[src/hw/rtl/jsu_pkg.sv]
// Shared request types for the JSON string unescaper.
`timescale 1ns / 1ps
`default_nettype none

package jsu_pkg;

    typedef struct packed {
        logic [7:0] in_byte;
        logic       end_of_string;
    } t_in_req;

    typedef struct packed {
        logic [7:0] out_byte;
        logic       last;
        logic       error;
    } t_out_req;

    // One decoded group of up to four bytes, byte 0 first.
    typedef struct packed {
        logic            vld;
        logic [2:0]      cnt;
        logic [3:0][7:0] bytes;
        logic            last;
        logic            error;
    } t_group;

endpackage

`default_nettype wire

[src/hw/rtl/json_string_unescape_utf8.sv]
// Top level of the JSON string unescaper with UTF-8 output.
`timescale 1ns / 1ps
`default_nettype none

// Takes a JSON string body one byte per request (end_of_string on the final
// byte) and returns decoded UTF-8 bytes, one per output request, the first of
// them the cycle after the input is taken. A byte that yields one result or
// none does not hold the input while the output is ready, so plain text then
// runs at one byte per cycle; a \u escape completing a code point of k UTF-8
// bytes holds the input while the result register drains them. A malformed
// string yields no bytes after the fault, then one request with error and last.

module json_string_unescape_utf8
    import jsu_pkg::*;
(
    input  wire logic    i_clk,
    input  wire logic    i_rst_n,
    input  wire logic    i_valid,
    output logic         o_ready,
    input  wire t_in_req i_in_req,
    output logic         o_valid,
    input  wire logic    i_ready,
    output t_out_req     o_out_req
);

    t_group group;
    logic   take;
    logic   accept;

    assign o_ready = take;
    assign accept  = i_valid && take;

    jsu_decode u_decode (
        .i_clk    (i_clk),
        .i_rst_n  (i_rst_n),
        .i_accept (accept),
        .i_req    (i_in_req),
        .o_group  (group)
    );

    jsu_drain u_drain (
        .i_clk   (i_clk),
        .i_rst_n (i_rst_n),
        .i_group (group),
        .o_take  (take),
        .o_valid (o_valid),
        .i_ready (i_ready),
        .o_req   (o_out_req)
    );

endmodule

`default_nettype wire

[src/hw/rtl/jsu_decode.sv]
// Escape and surrogate decoder with UTF-8 encoder; holds the per-string state.
`timescale 1ns / 1ps
`default_nettype none

module jsu_decode
    import jsu_pkg::*;
(
    input  wire logic    i_clk,
    input  wire logic    i_rst_n,
    input  wire logic    i_accept,
    input  wire t_in_req i_req,
    output t_group       o_group
);

    localparam logic [3:0] PH_PLAIN = 4'd0;
    localparam logic [3:0] PH_ESC   = 4'd1;
    localparam logic [3:0] PH_HEX1  = 4'd2;
    localparam logic [3:0] PH_HEX1L = 4'd5;
    localparam logic [3:0] PH_SBS   = 4'd6;
    localparam logic [3:0] PH_SU    = 4'd7;
    localparam logic [3:0] PH_HEX2  = 4'd8;
    localparam logic [3:0] PH_HEX2L = 4'd11;

    localparam logic [7:0] CH_BSL = 8'h5C;
    localparam logic [7:0] CH_U   = 8'h75;

    logic [3:0]  r_phase, n_phase;
    logic [15:0] r_first, n_first;
    logic [15:0] r_second, n_second;
    logic        r_err, n_err;

    logic        hex_ok;
    logic [3:0]  hex_val;
    logic        single;
    logic [7:0]  single_byte;
    logic        enc;
    logic [20:0] cp;
    logic [2:0]  cnt;
    logic [3:0][7:0] bytes;
    logic [7:0]  c;

    assign c = i_req.in_byte;

    always_comb begin
        hex_ok  = 1'b1;
        hex_val = 4'd0;
        if (c inside {[8'h30:8'h39]}) begin
            hex_val = 4'(c - 8'h30);
        end else if (c inside {[8'h61:8'h66]}) begin
            hex_val = 4'(c - 8'h57);
        end else if (c inside {[8'h41:8'h46]}) begin
            hex_val = 4'(c - 8'h37);
        end else begin
            hex_ok = 1'b0;
        end
    end

    always_comb begin
        n_phase     = r_phase;
        n_first     = r_first;
        n_second    = r_second;
        n_err       = r_err;
        single      = 1'b0;
        single_byte = c;
        enc         = 1'b0;
        cp          = 21'd0;
        if (!r_err) begin
            case (r_phase)
                PH_PLAIN: begin
                    if (c == CH_BSL) begin
                        n_phase = PH_ESC;
                    end else begin
                        single = 1'b1;
                    end
                end
                PH_ESC: begin
                    n_phase = PH_PLAIN;
                    case (c)
                        8'h62: begin single = 1'b1; single_byte = 8'h08; end
                        8'h66: begin single = 1'b1; single_byte = 8'h0C; end
                        8'h6E: begin single = 1'b1; single_byte = 8'h0A; end
                        8'h72: begin single = 1'b1; single_byte = 8'h0D; end
                        8'h74: begin single = 1'b1; single_byte = 8'h09; end
                        8'h5C, 8'h22, 8'h2F: single = 1'b1;
                        CH_U: begin
                            n_phase = PH_HEX1;
                            n_first = 16'd0;
                        end
                        default: n_err = 1'b1;
                    endcase
                end
                PH_SBS: begin
                    if (c != CH_BSL) n_err = 1'b1;
                    else n_phase = PH_SU;
                end
                PH_SU: begin
                    if (c != CH_U) begin
                        n_err = 1'b1;
                    end else begin
                        n_phase  = PH_HEX2;
                        n_second = 16'd0;
                    end
                end
                default: begin
                    if (r_phase inside {[PH_HEX1:PH_HEX1L]}) begin
                        if (!hex_ok) begin
                            n_err = 1'b1;
                        end else begin
                            n_first = {r_first[11:0], hex_val};
                            if (r_phase != PH_HEX1L) begin
                                n_phase = r_phase + 4'd1;
                            end else if (n_first inside {[16'hD800:16'hDBFF]}) begin
                                n_phase = PH_SBS;
                            end else begin
                                n_phase = PH_PLAIN;
                                if (n_first inside {[16'hDC00:16'hDFFF]}) begin
                                    n_err = 1'b1;
                                end else begin
                                    enc = 1'b1;
                                    cp  = {5'd0, n_first};
                                end
                            end
                        end
                    end else if (r_phase inside {[PH_HEX2:PH_HEX2L]}) begin
                        if (!hex_ok) begin
                            n_err = 1'b1;
                        end else begin
                            n_second = {r_second[11:0], hex_val};
                            if (r_phase != PH_HEX2L) begin
                                n_phase = r_phase + 4'd1;
                            end else begin
                                n_phase = PH_PLAIN;
                                if (!(n_second inside {[16'hDC00:16'hDFFF]})) begin
                                    n_err = 1'b1;
                                end else begin
                                    enc = 1'b1;
                                    cp  = 21'h10000 + {1'b0, r_first[9:0], n_second[9:0]};
                                end
                            end
                        end
                    end else begin
                        n_err = 1'b1;
                    end
                end
            endcase
        end
    end

    // UTF-8 encoding of the completed code point
    always_comb begin
        bytes = '0;
        cnt   = 3'd0;
        if (single) begin
            bytes[0] = single_byte;
            cnt      = 3'd1;
        end else if (enc) begin
            if (cp <= 21'h7F) begin
                bytes[0] = cp[7:0];
                cnt      = 3'd1;
            end else if (cp <= 21'h7FF) begin
                bytes[0] = 8'hC0 | {3'd0, cp[10:6]};
                bytes[1] = 8'h80 | {2'd0, cp[5:0]};
                cnt      = 3'd2;
            end else if (cp <= 21'hFFFF) begin
                bytes[0] = 8'hE0 | {4'd0, cp[15:12]};
                bytes[1] = 8'h80 | {2'd0, cp[11:6]};
                bytes[2] = 8'h80 | {2'd0, cp[5:0]};
                cnt      = 3'd3;
            end else begin
                bytes[0] = 8'hF0 | {5'd0, cp[20:18]};
                bytes[1] = 8'h80 | {2'd0, cp[17:12]};
                bytes[2] = 8'h80 | {2'd0, cp[11:6]};
                bytes[3] = 8'h80 | {2'd0, cp[5:0]};
                cnt      = 3'd4;
            end
        end
        if (n_err) cnt = 3'd0;
    end

    logic fin_err;
    assign fin_err = n_err || (n_phase != PH_PLAIN) || (cnt == 3'd0);

    always_comb begin
        o_group       = '0;
        o_group.bytes = bytes;
        o_group.cnt   = cnt;
        if (i_req.end_of_string) begin
            o_group.last = 1'b1;
            if (fin_err) begin
                o_group.bytes = '0;
                o_group.cnt   = 3'd1;
                o_group.error = 1'b1;
            end
        end
        o_group.vld = i_accept && (o_group.cnt != 3'd0);
    end

    always_ff @(posedge i_clk) begin
        if (!i_rst_n) begin
            r_phase  <= PH_PLAIN;
            r_first  <= 16'd0;
            r_second <= 16'd0;
            r_err    <= 1'b0;
        end else if (i_accept) begin
            if (i_req.end_of_string) begin
                r_phase  <= PH_PLAIN;
                r_first  <= 16'd0;
                r_second <= 16'd0;
                r_err    <= 1'b0;
            end else begin
                r_phase  <= n_phase;
                r_first  <= n_first;
                r_second <= n_second;
                r_err    <= n_err;
            end
        end
    end

endmodule

`default_nettype wire

[src/hw/rtl/jsu_drain.sv]
// Result register: holds one decoded group; hands out a byte per cycle while i_ready.
`timescale 1ns / 1ps
`default_nettype none

module jsu_drain
    import jsu_pkg::*;
(
    input  wire logic   i_clk,
    input  wire logic   i_rst_n,
    input  wire t_group i_group,
    output logic        o_take,
    output logic        o_valid,
    input  wire logic   i_ready,
    output t_out_req    o_req
);

    logic [2:0]      r_left;
    logic [3:0][7:0] r_bytes;
    logic            r_last;
    logic            r_err;
    logic            pop;

    assign o_valid = (r_left != 3'd0);
    assign pop     = o_valid && i_ready;
    assign o_take  = (r_left == 3'd0) || ((r_left == 3'd1) && i_ready);

    assign o_req.out_byte = r_bytes[0];
    assign o_req.last     = r_last && (r_left == 3'd1);
    assign o_req.error    = r_err;

    always_ff @(posedge i_clk) begin
        if (!i_rst_n) begin
            r_left <= 3'd0;
        end else if (i_group.vld && o_take) begin
            r_left <= i_group.cnt;
        end else if (pop) begin
            r_left <= r_left - 3'd1;
        end
    end

    always_ff @(posedge i_clk) begin
        if (i_group.vld && o_take) begin
            r_bytes <= i_group.bytes;
            r_last  <= i_group.last;
            r_err   <= i_group.error;
        end else if (pop) begin
            r_bytes <= {8'd0, r_bytes[3:1]};
        end
    end

    a_err_with_last: assert property (@(posedge i_clk) disable iff (!i_rst_n)
        o_valid && o_req.error |-> o_req.last && (o_req.out_byte == 8'd0))
        else $error("error result without last or with nonzero byte");

    a_load_shows: assert property (@(posedge i_clk) disable iff (!i_rst_n)
        i_group.vld && o_take |=> o_valid)
        else $error("loaded group not presented");

    a_left_range: assert property (@(posedge i_clk) disable iff (!i_rst_n)
        r_left <= 3'd4)
        else $error("byte count out of range");

    a_stall_busy: assert property (@(posedge i_clk) disable iff (!i_rst_n)
        !o_take |-> o_valid && (r_left != 3'd1 || !i_ready))
        else $error("input stalled with nothing to drain");

endmodule

`default_nettype wire
[config.mk]
export PLATFORM = sky130hd
export DESIGN_NAME = json_string_unescape_utf8
export DESIGN_NICKNAME = d
export VERILOG_FILES = /design/src/hw/rtl/jsu_pkg.sv /design/src/hw/rtl/json_string_unescape_utf8.sv /design/src/hw/rtl/jsu_decode.sv /design/src/hw/rtl/jsu_drain.sv
export SDC_FILE = /design/constraint.sdc
export NUM_CORES = 1
export LEC_CHECK = 0
export ABC_AREA = 1
export BUFFER_PORTS_ARGS = -buffer_cell sky130_fd_sc_hd__clkbuf_2
export CAP_MARGIN = 0
export CORE_MARGIN = 1
export CORE_UTILIZATION = 45
export DETAILED_ROUTE_END_ITERATION = 8
export HOLD_SLACK_MARGIN = 0.06
export SETUP_SLACK_MARGIN = 0.05
export SLEW_MARGIN = 20
export SYNTH_ARGS = -nofsm -noshare
export SYNTH_HDL_FRONTEND = slang
export SYNTH_SLANG_ARGS = --single-unit
[constraint.sdc]
create_clock -name i_clk -period 3.8 [get_ports i_clk]
set_clock_uncertainty 0.05 [all_clocks]
set_input_delay 0.19 -clock i_clk [delete_from_list [all_inputs] [get_ports i_clk]]
set_output_delay 0.19 -clock i_clk [all_outputs]
set_load 0.02 [all_outputs]
==> results.toml, run 1 <==
[run_status]
status = "completed"

[detailed_routing]
vias = 5155
wl_met3_um = 791
detail-route-antenna-nets = 0
route.detailed.drc = 0
first_pass_iters = 5
wl_met1_mm = 7.38
routed_wl_mm = 16.3
highest_layer = "met4"
drtIter0Drc = 460
routed_via_density = 5.68
wl_met2_mm = 7.65
wl_per_cell_um = 18.0

[timing]
grt_setup_unrepaired = "no"
slew_violations = 0
maxSlewHeadroom_pct = 36.7
fin_crit_ps = 3470
max_freq_mhz = 288
tightest_slew_ps = 949
final-setup-viol-count = 0
setup_tns_ps = 0
hold_viol_final = 0
fin_crit_sh_pct = 91.2

[synthesis]
synthFlopType = "dfxtp_1"
syn-num-nets = 760
yosys.area.top_type = "edfxtp_1"
syn_area_per_cell_um2 = 6.87
synth.top_cell.area_share_pct = 18.5
synth_edf_count = 31
synth.most_common_cell = "nand2_1"
seq_area_frac_synth_pct = 31.2
synthTopCellsByCount = "nand2_1, inv_1, nand3_1, a21oi_1, nor2_1"
synthCells = 733
synthDistinctLibCells = 52
synthTopCellsByArea = "edfxtp_1, dfxtp_1, nand2_1"
async_flop_share_pct = 0
synth_warnings = 0
synth_seq_cells = 63
syn_area_mm2 = 0.00503

[worst_hold_path]
min_path_cells = 1
hold_end = "u_drain.r_last"
hold_start = "i_in_req[0]"
hp-class = "input port to flop"

[run]
maxCapViolations = 0

[global_routing]
grt_max_degree = 30
antenna_found_initial = 1
grt_pass1_vias = 4798
grt_overflow = 0
grt_use_total_pct = 29.1
grt_first_pass_wirelength_mm = 25.5

[clock_network]
cts_sinks = 63
h-tree-depth = 3
insertion_delay_ps = 350
clkTransAtPathRegs_ps = 80
numCtsBuffers = 9
cts_tree = "done"
clock_path_buffers = 2
cts_root_buf = "clkbuf_8"

[pwr]
p_total_mw = 2.59
pwr_density_cell_mw_per_mm2 = 463
peakVddDrop_uv = 367
leakagePower_nw = 2.47

[floorplan]
die_h_um = 108
num_io_pins = 25
die-area_mm2 = 0.0116
num_rows = 38
initial_core_util_pct = 46.2
core_area_mm2 = 0.0109
die_width_um = 108

[critical_path]
crit_arrival_ps = 3510
r2r_setup_slack_ps = 330
crit_start = "u_decode.r_phase[1]"
r2r_end = "u_drain.r_bytes[29]"
reg2reg_from = "u_decode.r_phase[1]"
path_cells = "inv_1, ha_1, nand2_1, nand3_2, nor2_4, nand2_2, nor2_4, inv_2, nor3_2, inv_2, nand4_2, nor2_4, inv_2, o21bai_2, nand2_2, nand2_2, nand2_2, nand2_2, nand4_2, nand2_4, nand2_1, buf_12"
max_stage_delay_ps = 380
cp_max_fo = 29
startpoint_type = "flop"
cp_slowest_cell = "dfxtp_1"
crit_path_end_kind = "flop"
worstSetupPathType = "flop to flop"
r2r_cells = 22
required_ps = 3850
cpMostUsedCell = "nand2_2"

[final_layout]
final_layout_size_suffix_gt1_share_pct = 17.1
area_growth_pct = 11.1
fillers = 1127
instances_no_fill = 908
nNetsFinal = 789

[place]
dp.cells = 889
place_hpwl_mm = 12.7
gp_congestion = 0.948
portBuffers = 24
cell type report:
cell class	instances	area, um2	share of cell area [%]
Clock buffer	12	170	3.04
Inverter	109	414	7.40
Tap cell	140	175	3.13
Antenna cell	1	2.50	0.0447
Clock inverter	4	50.0	0.895
Sequential cell	63	1570	28.1
Timing Repair Buffer	51	350	6.26
Multi-Input combinational cell	528	2860	51.1
routing by layer:
metal  up-vias  global-route usage [%]
li1       2523                       -
met1      2411                    38.0
met2       183                    48.0
met3        38                    4.54
met4         0                    11.2
met5         -                       0
metrics by stage:
stage          utilization (%)  setup WS, ps  hold WS [ps]  area (um2)
3_5_place_dp              49.0           126           410        5340
2_1_floorplan                -           278           239        5030
6_report                  51.4           333          93.0        5590
3_3_place_gp              49.0           204           401        5340
4_1_cts                   51.1           239          90.5        5570
5_1_grt                   51.3          72.9          94.5        5590
worst max-delay path: cells and delay by family, from the launching register on:
family          cells  cell delay, ps
simple gates       15            1770
fa+ha+maj           1             230
compound gates      1             150
buf+inv             5             630
flops               1             380
sequential cells by signal, indices dropped and copies added, names as in the netlist:
name and cells:
u_drain.r_bytes 21, u_decode.r_first 12, u_decode.r_second 12, u_drain.o_req 8, u_decode.r_phase 4, u_drain.r_left 3
u_decode.r_err 1, u_drain.r_err 1, u_drain.r_last 1
layout by cell type (no fill, tap or decap), drive strengths merged, types with 3 or more instances in the layout:
| master | synthesis | final |
|---|---|---|
| nand2 | 175 | 175 |
| inv | 106 | 107 |
| nand3 | 72 | 72 |
| nor2 | 68 | 68 |
| a21oi | 58 | 58 |
| o21ai | 54 | 54 |
| clkbuf | 16 | 36 |
| dfxtp | 32 | 32 |
| edfxtp | 31 | 31 |
| buf | 17 | 26 |
| nand4 | 18 | 18 |
| nor3 | 17 | 17 |
| ha | 14 | 14 |
| a211oi | 10 | 10 |
| nor4 | 7 | 7 |
| o22ai | 5 | 5 |
| clkinv | 3 | 5 |
| a22oi | 4 | 4 |
| o31ai | 4 | 4 |
| o211ai | 4 | 4 |
| o2111ai | 3 | 3 |
timing repair:
action,in CTS,in global routing
buffers inserted,0,1
hold endpoints to repair,3,0
endpoints found under the setup margin,0,33
hold buffers,1,0
resized for setup,0,4
how the worst max path moves through the flow:
stage / end / slack [ps]
floorplan: u_drain.o_req[2] / 280
global placement: u_drain.r_bytes[27] / 200
detailed placement: u_drain.r_bytes[27] / 130
CTS: u_drain.r_bytes[29] / 240
global route: u_drain.r_bytes[26] / 70
finish: u_drain.r_bytes[29] / 330
cell families after synthesis:
| logic type | count (synthesis) | share of synthesized area (%) |
|---|---|---|
| buf+inv | 142 | 12.2 |
| xor+xnor | 1 | 0.174 |
| flops | 63 | 31.2 |
| simple gates | 360 | 35.2 |
| fa+ha+maj | 14 | 3.48 |
| compound gates | 153 | 17.7 |
where the power goes:
part           leakage, nW  total [mW]  internal (mW)  switching, mW
sequential           0.570        1.08          0.999         0.0760
combinational         1.78       0.850          0.268          0.582
clock                0.115       0.665          0.369          0.296
total                 2.47        2.59           1.64          0.954
Power figures use the tool's default switching activity.
==> inputs of run 2 (changes only) <==
--- a/config.mk
+++ b/config.mk
@@ -9,7 +9,7 @@
 export BUFFER_PORTS_ARGS = -buffer_cell sky130_fd_sc_hd__clkbuf_2
 export CAP_MARGIN = 0
 export CORE_MARGIN = 1
-export CORE_UTILIZATION = 45
+export CORE_UTILIZATION = 40
 export DETAILED_ROUTE_END_ITERATION = 8
 export HOLD_SLACK_MARGIN = 0.06
 export SETUP_SLACK_MARGIN = 0.05
==> results.toml, run 2 (synthesized netlist as in run 1, its figures left out) <==
[floorplan]
initial_core_util_pct = 41.4
num_io_pins = 25
die_width_um = 114
num_rows = 40
die_h_um = 114
die-area_mm2 = 0.0130
core_area_mm2 = 0.0122

[critical_path]
required_ps = 3830
worstSetupPathType = "flop to flop"
cp_num_buf_inv = 5
critPathTopFamily = "simple AND/OR/NAND/NOR gates"
reg2reg_from = "u_decode.r_phase[0]"
max_stage_delay_ps = 400
path_cells = "inv_1, ha_1, nand2_2, nand3_2, nor2_4, nand2_2, buf_4, inv_1, nand3_1, nand2_1, nor2_2, nand3_4, nand2_2, nand2_2, nand2_2, nand2_2, nand4_2, nand2_4, buf_12, inv_4, nand2_4, o21ai_1"
cpMostUsedCell = "nand2_2"
startpoint_type = "flop"
cp_max_fo = 12
crit_path_end_kind = "flop"
crit_start = "u_decode.r_phase[0]"
cp_slowest_cell = "dfxtp_1"
crit_arrival_ps = 3560

[final_layout]
layout_commonest_cell = "nand2_1"
reg_top3 = "u_drain.r_bytes x21, u_decode.r_first x12, u_decode.r_second x12"
final_layout_size_suffix_gt1_share_pct = 16.2
fillers = 1266
final_cell_mix = "nand2_1, inv_1, nand3_1, nor2_1, a21oi_1"
nNetsFinal = 780
antenna_cells = 0
largest_reg_flops = 21
regMostFlops = "u_drain.r_bytes"
area_growth_pct = 12.8

[pwr]
p_seq_share_pct = 37.9
p_total_mw = 2.85
peakVddDrop_uv = 234
power.share.clock_pct = 32.2
combPwrFrac_pct = 29.9
leakagePower_nw = 2.47
netSwitchingFraction_pct = 34.5
pwr_density_cell_mw_per_mm2 = 502
p_int_mw = 1.87
p_sw_mw = 0.982

[clock_network]
hold_buffers = 0
cts_tree = "done"
clkTransAtPathRegs_ps = 60
h-tree-depth = 3
insertion_delay_ps = 350
clock_path_buffers = 2
cts_root_buf = "clkbuf_16"
cts_sinks = 63
numCtsBuffers = 9

[detailed_routing]
route.detailed.drc = 0
drtIter0Drc = 463
routed_via_density = 5.48
detail-route-antenna-nets = 0
routed_wl_mm = 15.3
vias = 5075
first_pass_iters = 5
wl_per_cell_um = 16.5

[global_routing]
grt_use_total_pct = 24.5
grt_overflow = 0
grt_max_degree = 30
grt_first_pass_wirelength_mm = 24.2
antenna_found_initial = 0
grt_pass1_vias = 4637

[run]
maxCapViolations = 0

[timing]
grt_setup_unrepaired = "no"
slew_violations = 0
fin_crit_ps = 3530
fin_crit_sh_pct = 92.9
maxSlewHeadroom_pct = 36.6
setup_tns_ps = 0
max_freq_mhz = 283
hold_viol_final = 0
final-setup-viol-count = 0
tightest_slew_ps = 950

[place]
portBuffers = 24
place_hpwl_mm = 12.0
gp_congestion = 0.982

[worst_hold_path]
hp-class = "input port to flop"
hold_start = "i_rst_n"

[run_status]
status = "completed"
## run 2: cell types whose count changed in the layout (fill, tap and decap cells not counted), sizes merged
| cell | before | now |
|---|---|---|
| buf | 26 | 18 |
| inv | 107 | 109 |
| dlygate4sd3 | 1 | 0 |
| bufinv | 1 | 2 |
| clkbuf | 36 | 33 |
| diode | 1 | 0 |
| clkinvlp | 0 | 1 |
| clkinv | 5 | 4 |
## run 2: area by class of cell
| type | count | area [um2] | area share (%) |
|---|---|---|---|
| Multi-Input combinational cell | 528 | 2860 | 50.4 |
| Timing Repair Buffer | 42 | 293 | 5.16 |
| Clock inverter | 7 | 103 | 1.81 |
| Sequential cell | 63 | 1570 | 27.7 |
| Tap cell | 168 | 210 | 3.70 |
| Inverter | 109 | 414 | 7.30 |
| Clock buffer | 9 | 225 | 3.97 |
## run 2: metrics by stage
step,instance area [um2],setup slack [ps],cells,util [%],hold WS (ps)
2_1_floorplan,5030,278,733,-,239
3_3_place_gp,5320,170,908,43.7,400
3_5_place_dp,5320,123,908,43.7,407
4_1_cts,5650,170,924,46.4,60.3
5_1_grt,5670,49.8,926,46.7,77.2
6_report,5670,269,926,46.7,66.4
## run 2: timing repair
item,4_1_cts,5_1_grt
buffers inserted,0,2
resized for setup,0,4
endpoints found under the setup margin,0,49
endpoints found under the hold margin,0,0
## run 2: worst min-delay path, cell delays in order
cell,delay (ps)
clkbuf_2,120
nand2_1,70
nor2_1,30
## run 2: per-layer routing
layer | up-vias | track usage (%) | share of wire (%)
li1 | 2506 | - | -
met4 | 0 | 10.2 | 2.9
met3 | 31 | 4.18 | 7.2
met1 | 2349 | 33.3 | 45
met5 | - | 0 | 0
met2 | 189 | 38.3 | 45
## run 2: power groups by stage
stage	logic, mW	clock network [mW]	registers [mW]
floorplan	0.669	0	1.07
global placement	0.846	0	1.09
detailed placement	0.857	0	1.09
CTS	0.859	0.936	1.08
global route	0.950	0.958	1.10
finish	0.853	0.917	1.08
## run 2: final timing paths
| kind | cells after the start | slack [ps] | to |
|---|---|---|---|
| setup / recovery | 22 | 270 | u_drain.o_req[3] |
| hold / removal | 3 | 70 | u_drain.r_left[2] |
| setup reg to reg | 22 | 270 | u_drain.o_req[3] |
| hold reg to reg | 2 | 410 | u_decode.r_second[11] |
==> inputs of run 3 (changes only) <==
--- a/config.mk
+++ b/config.mk
@@ -8,10 +8,13 @@
 export ABC_AREA = 1
 export BUFFER_PORTS_ARGS = -buffer_cell sky130_fd_sc_hd__clkbuf_2
 export CAP_MARGIN = 0
+export CELL_PAD_IN_SITES_DETAIL_PLACEMENT = 2
+export CELL_PAD_IN_SITES_GLOBAL_PLACEMENT = 2
 export CORE_MARGIN = 1
-export CORE_UTILIZATION = 40
+export CORE_UTILIZATION = 36
 export DETAILED_ROUTE_END_ITERATION = 8
 export HOLD_SLACK_MARGIN = 0.06
+export PLACE_DENSITY_LB_ADDON = 0.1
 export SETUP_SLACK_MARGIN = 0.05
 export SLEW_MARGIN = 20
 export SYNTH_ARGS = -nofsm -noshare
==> results.toml, run 3 (synthesized netlist as in run 1, its figures left out) <==
[run_status]
status = "completed"

[global_routing]
met2_usage_pct = 54.2
gr-max-usage-layer = "met2"
grt_use_total_pct = 31.2
grt_max_degree = 30
grt_pass1_vias = 5940
antenna_found_initial = 0
grt_first_pass_wirelength_mm = 33.7
grt_overflow = 0
grt_use_met3_pct = 6.27
use_met1_pct = 37.5

[clock_network]
clkTransAtPathRegs_ps = 70
cts_sinks = 63
h-tree-depth = 3
numCtsBuffers = 9
cts_tree = "done"
cts_setup_buffers = 0
insertion_delay_ps = 350
clock_path_buffers = 2
cts_root_buf = "clkbuf_16"

[critical_path]
r2r_setup_slack_ps = 320
path_cells = "ha_1, inv_1, nor2_2, inv_2, nor2_4, nand2_4, inv_2, nand2_1, a21oi_1, nand2_2, nand2_1, nor2_2, nand3_4, nand2_2, nand2_2, nand2_2, nand2_2, nand2_1, nand2_1, nand2_1, nand2_4, o21ai_1"
critPathTopFamily = "simple AND/OR/NAND/NOR gates"
cp_max_fo = 11
crit_path_end_kind = "flop"
crit_arrival_ps = 3520
cp_slowest_cell = "dfxtp_1"
cp_num_buf_inv = 3
r2r_cells = 22
required_ps = 3840
worstSetupPathType = "flop to flop"
startpoint_type = "flop"
r2r_end = "u_drain.o_req[4]"
reg2reg_from = "u_decode.r_phase[1]"
max_stage_delay_ps = 390

[worst_hold_path]
hold_start = "i_in_req[0]"
hold_end = "u_drain.r_last"
min_path_cells = 1
hp-class = "input port to flop"

[detailed_routing]
first_pass_iters = 5
detail-route-antenna-nets = 0
drtIter0Drc = 395
routed_wl_mm = 21.4
route.detailed.drc = 0
vias = 5321
wl_per_cell_um = 22.6
routed_via_density = 5.64

[place]
place_area_mm2 = 0.00539
portBuffers = 24
place_hpwl_mm = 16.7
gp_congestion = 0.967
place_worst_setup_slack_ps = -66.3
dp.cells = 927

[final_layout]
area_growth_pct = 13.7
largest_reg_flops = 21
regMostFlops = "u_drain.r_bytes"
reg_top3 = "u_drain.r_bytes x21, u_decode.r_first x12, u_decode.r_second x12"
antenna_cells = 0
final_cell_mix = "nand2_1, inv_1, nand3_1, nor2_1, a21oi_1"
final_cell_area_mm2 = 0.00572
nNetsFinal = 790
final_layout_size_suffix_gt1_share_pct = 17.6
layout_commonest_cell = "nand2_1"
instances_no_fill = 944

[timing]
grt_setup_unrepaired = "yes"
slew_violations = 0
maxSlewHeadroom_pct = 29.1
fin_crit_sh_pct = 91.6
holdWs_ps = 96.8
final-setup-viol-count = 0
fin_crit_ps = 3480
hold_viol_final = 0
tightest_slew_ps = 1060
max_freq_mhz = 287
fin_ws_ps = 320
setup_tns_ps = 0

[floorplan]
core_area_mm2 = 0.0135
num_rows = 42
die_h_um = 120
die-area_mm2 = 0.0145
num_io_pins = 25
die_width_um = 120
initial_core_util_pct = 37.4

[pwr]
pwr_density_cell_mw_per_mm2 = 506
leakagePower_nw = 2.50
peakVddDrop_uv = 240

[run]
maxCapViolations = 0
## run 3: worst max-delay path by stage
stage	start	to	slack, ps	cells after the start
2_1_floorplan	u_decode.r_phase[0]	u_drain.o_req[2]	280	21
3_3_place_gp	i_in_req[2]	u_drain.r_bytes[26]	160	24
3_5_place_dp	i_in_req[2]	u_drain.r_bytes[21]	-70	29
4_1_cts	u_decode.r_phase[0]	u_drain.r_bytes[21]	130	23
5_1_grt	i_in_req[2]	u_drain.r_bytes[21]	30	30
6_report	u_decode.r_phase[1]	u_drain.o_req[4]	320	22
## run 3: routing by layer
| layer | routed length, um | share of wire, % |
|---|---|---|
| met1 | 9120 | 43 |
| met2 | 10500 | 49 |
| met3 | 1110 | 5.2 |
| met4 | 682 | 3.2 |
| met5 | 0 | 0 |
## run 3: layout make-up
type / count / area [um2]
Inverter: 109 / 412
Timing Repair Buffer: 52 / 353
Multi-Input combinational cell: 528 / 2860
Fill cell: 1622 / 7730
Tap cell: 176 / 220
Sequential cell: 63 / 1570
Clock buffer: 9 / 225
Clock inverter: 7 / 80.1
## run 3: through the flow
step                power [mW]  util, %
floorplan                 1.74        -
global route              3.03     42.5
CTS                       2.91     42.4
global placement          1.92     40.0
finish                    2.89     42.5
detailed placement        2.01     40.0
## run 3: repair_timing
action                                  CTS  global route
endpoints found under the setup margin    1            58
hold buffers                              1             0
gates resized for setup                   1             7
gates cloned                              0             0
endpoints found under the hold margin     1             0
## run 3: report_power, final
group	internal, mW	switching, mW
clock	0.515	0.365
combinational	0.265	0.645
sequential	1.00	0.101
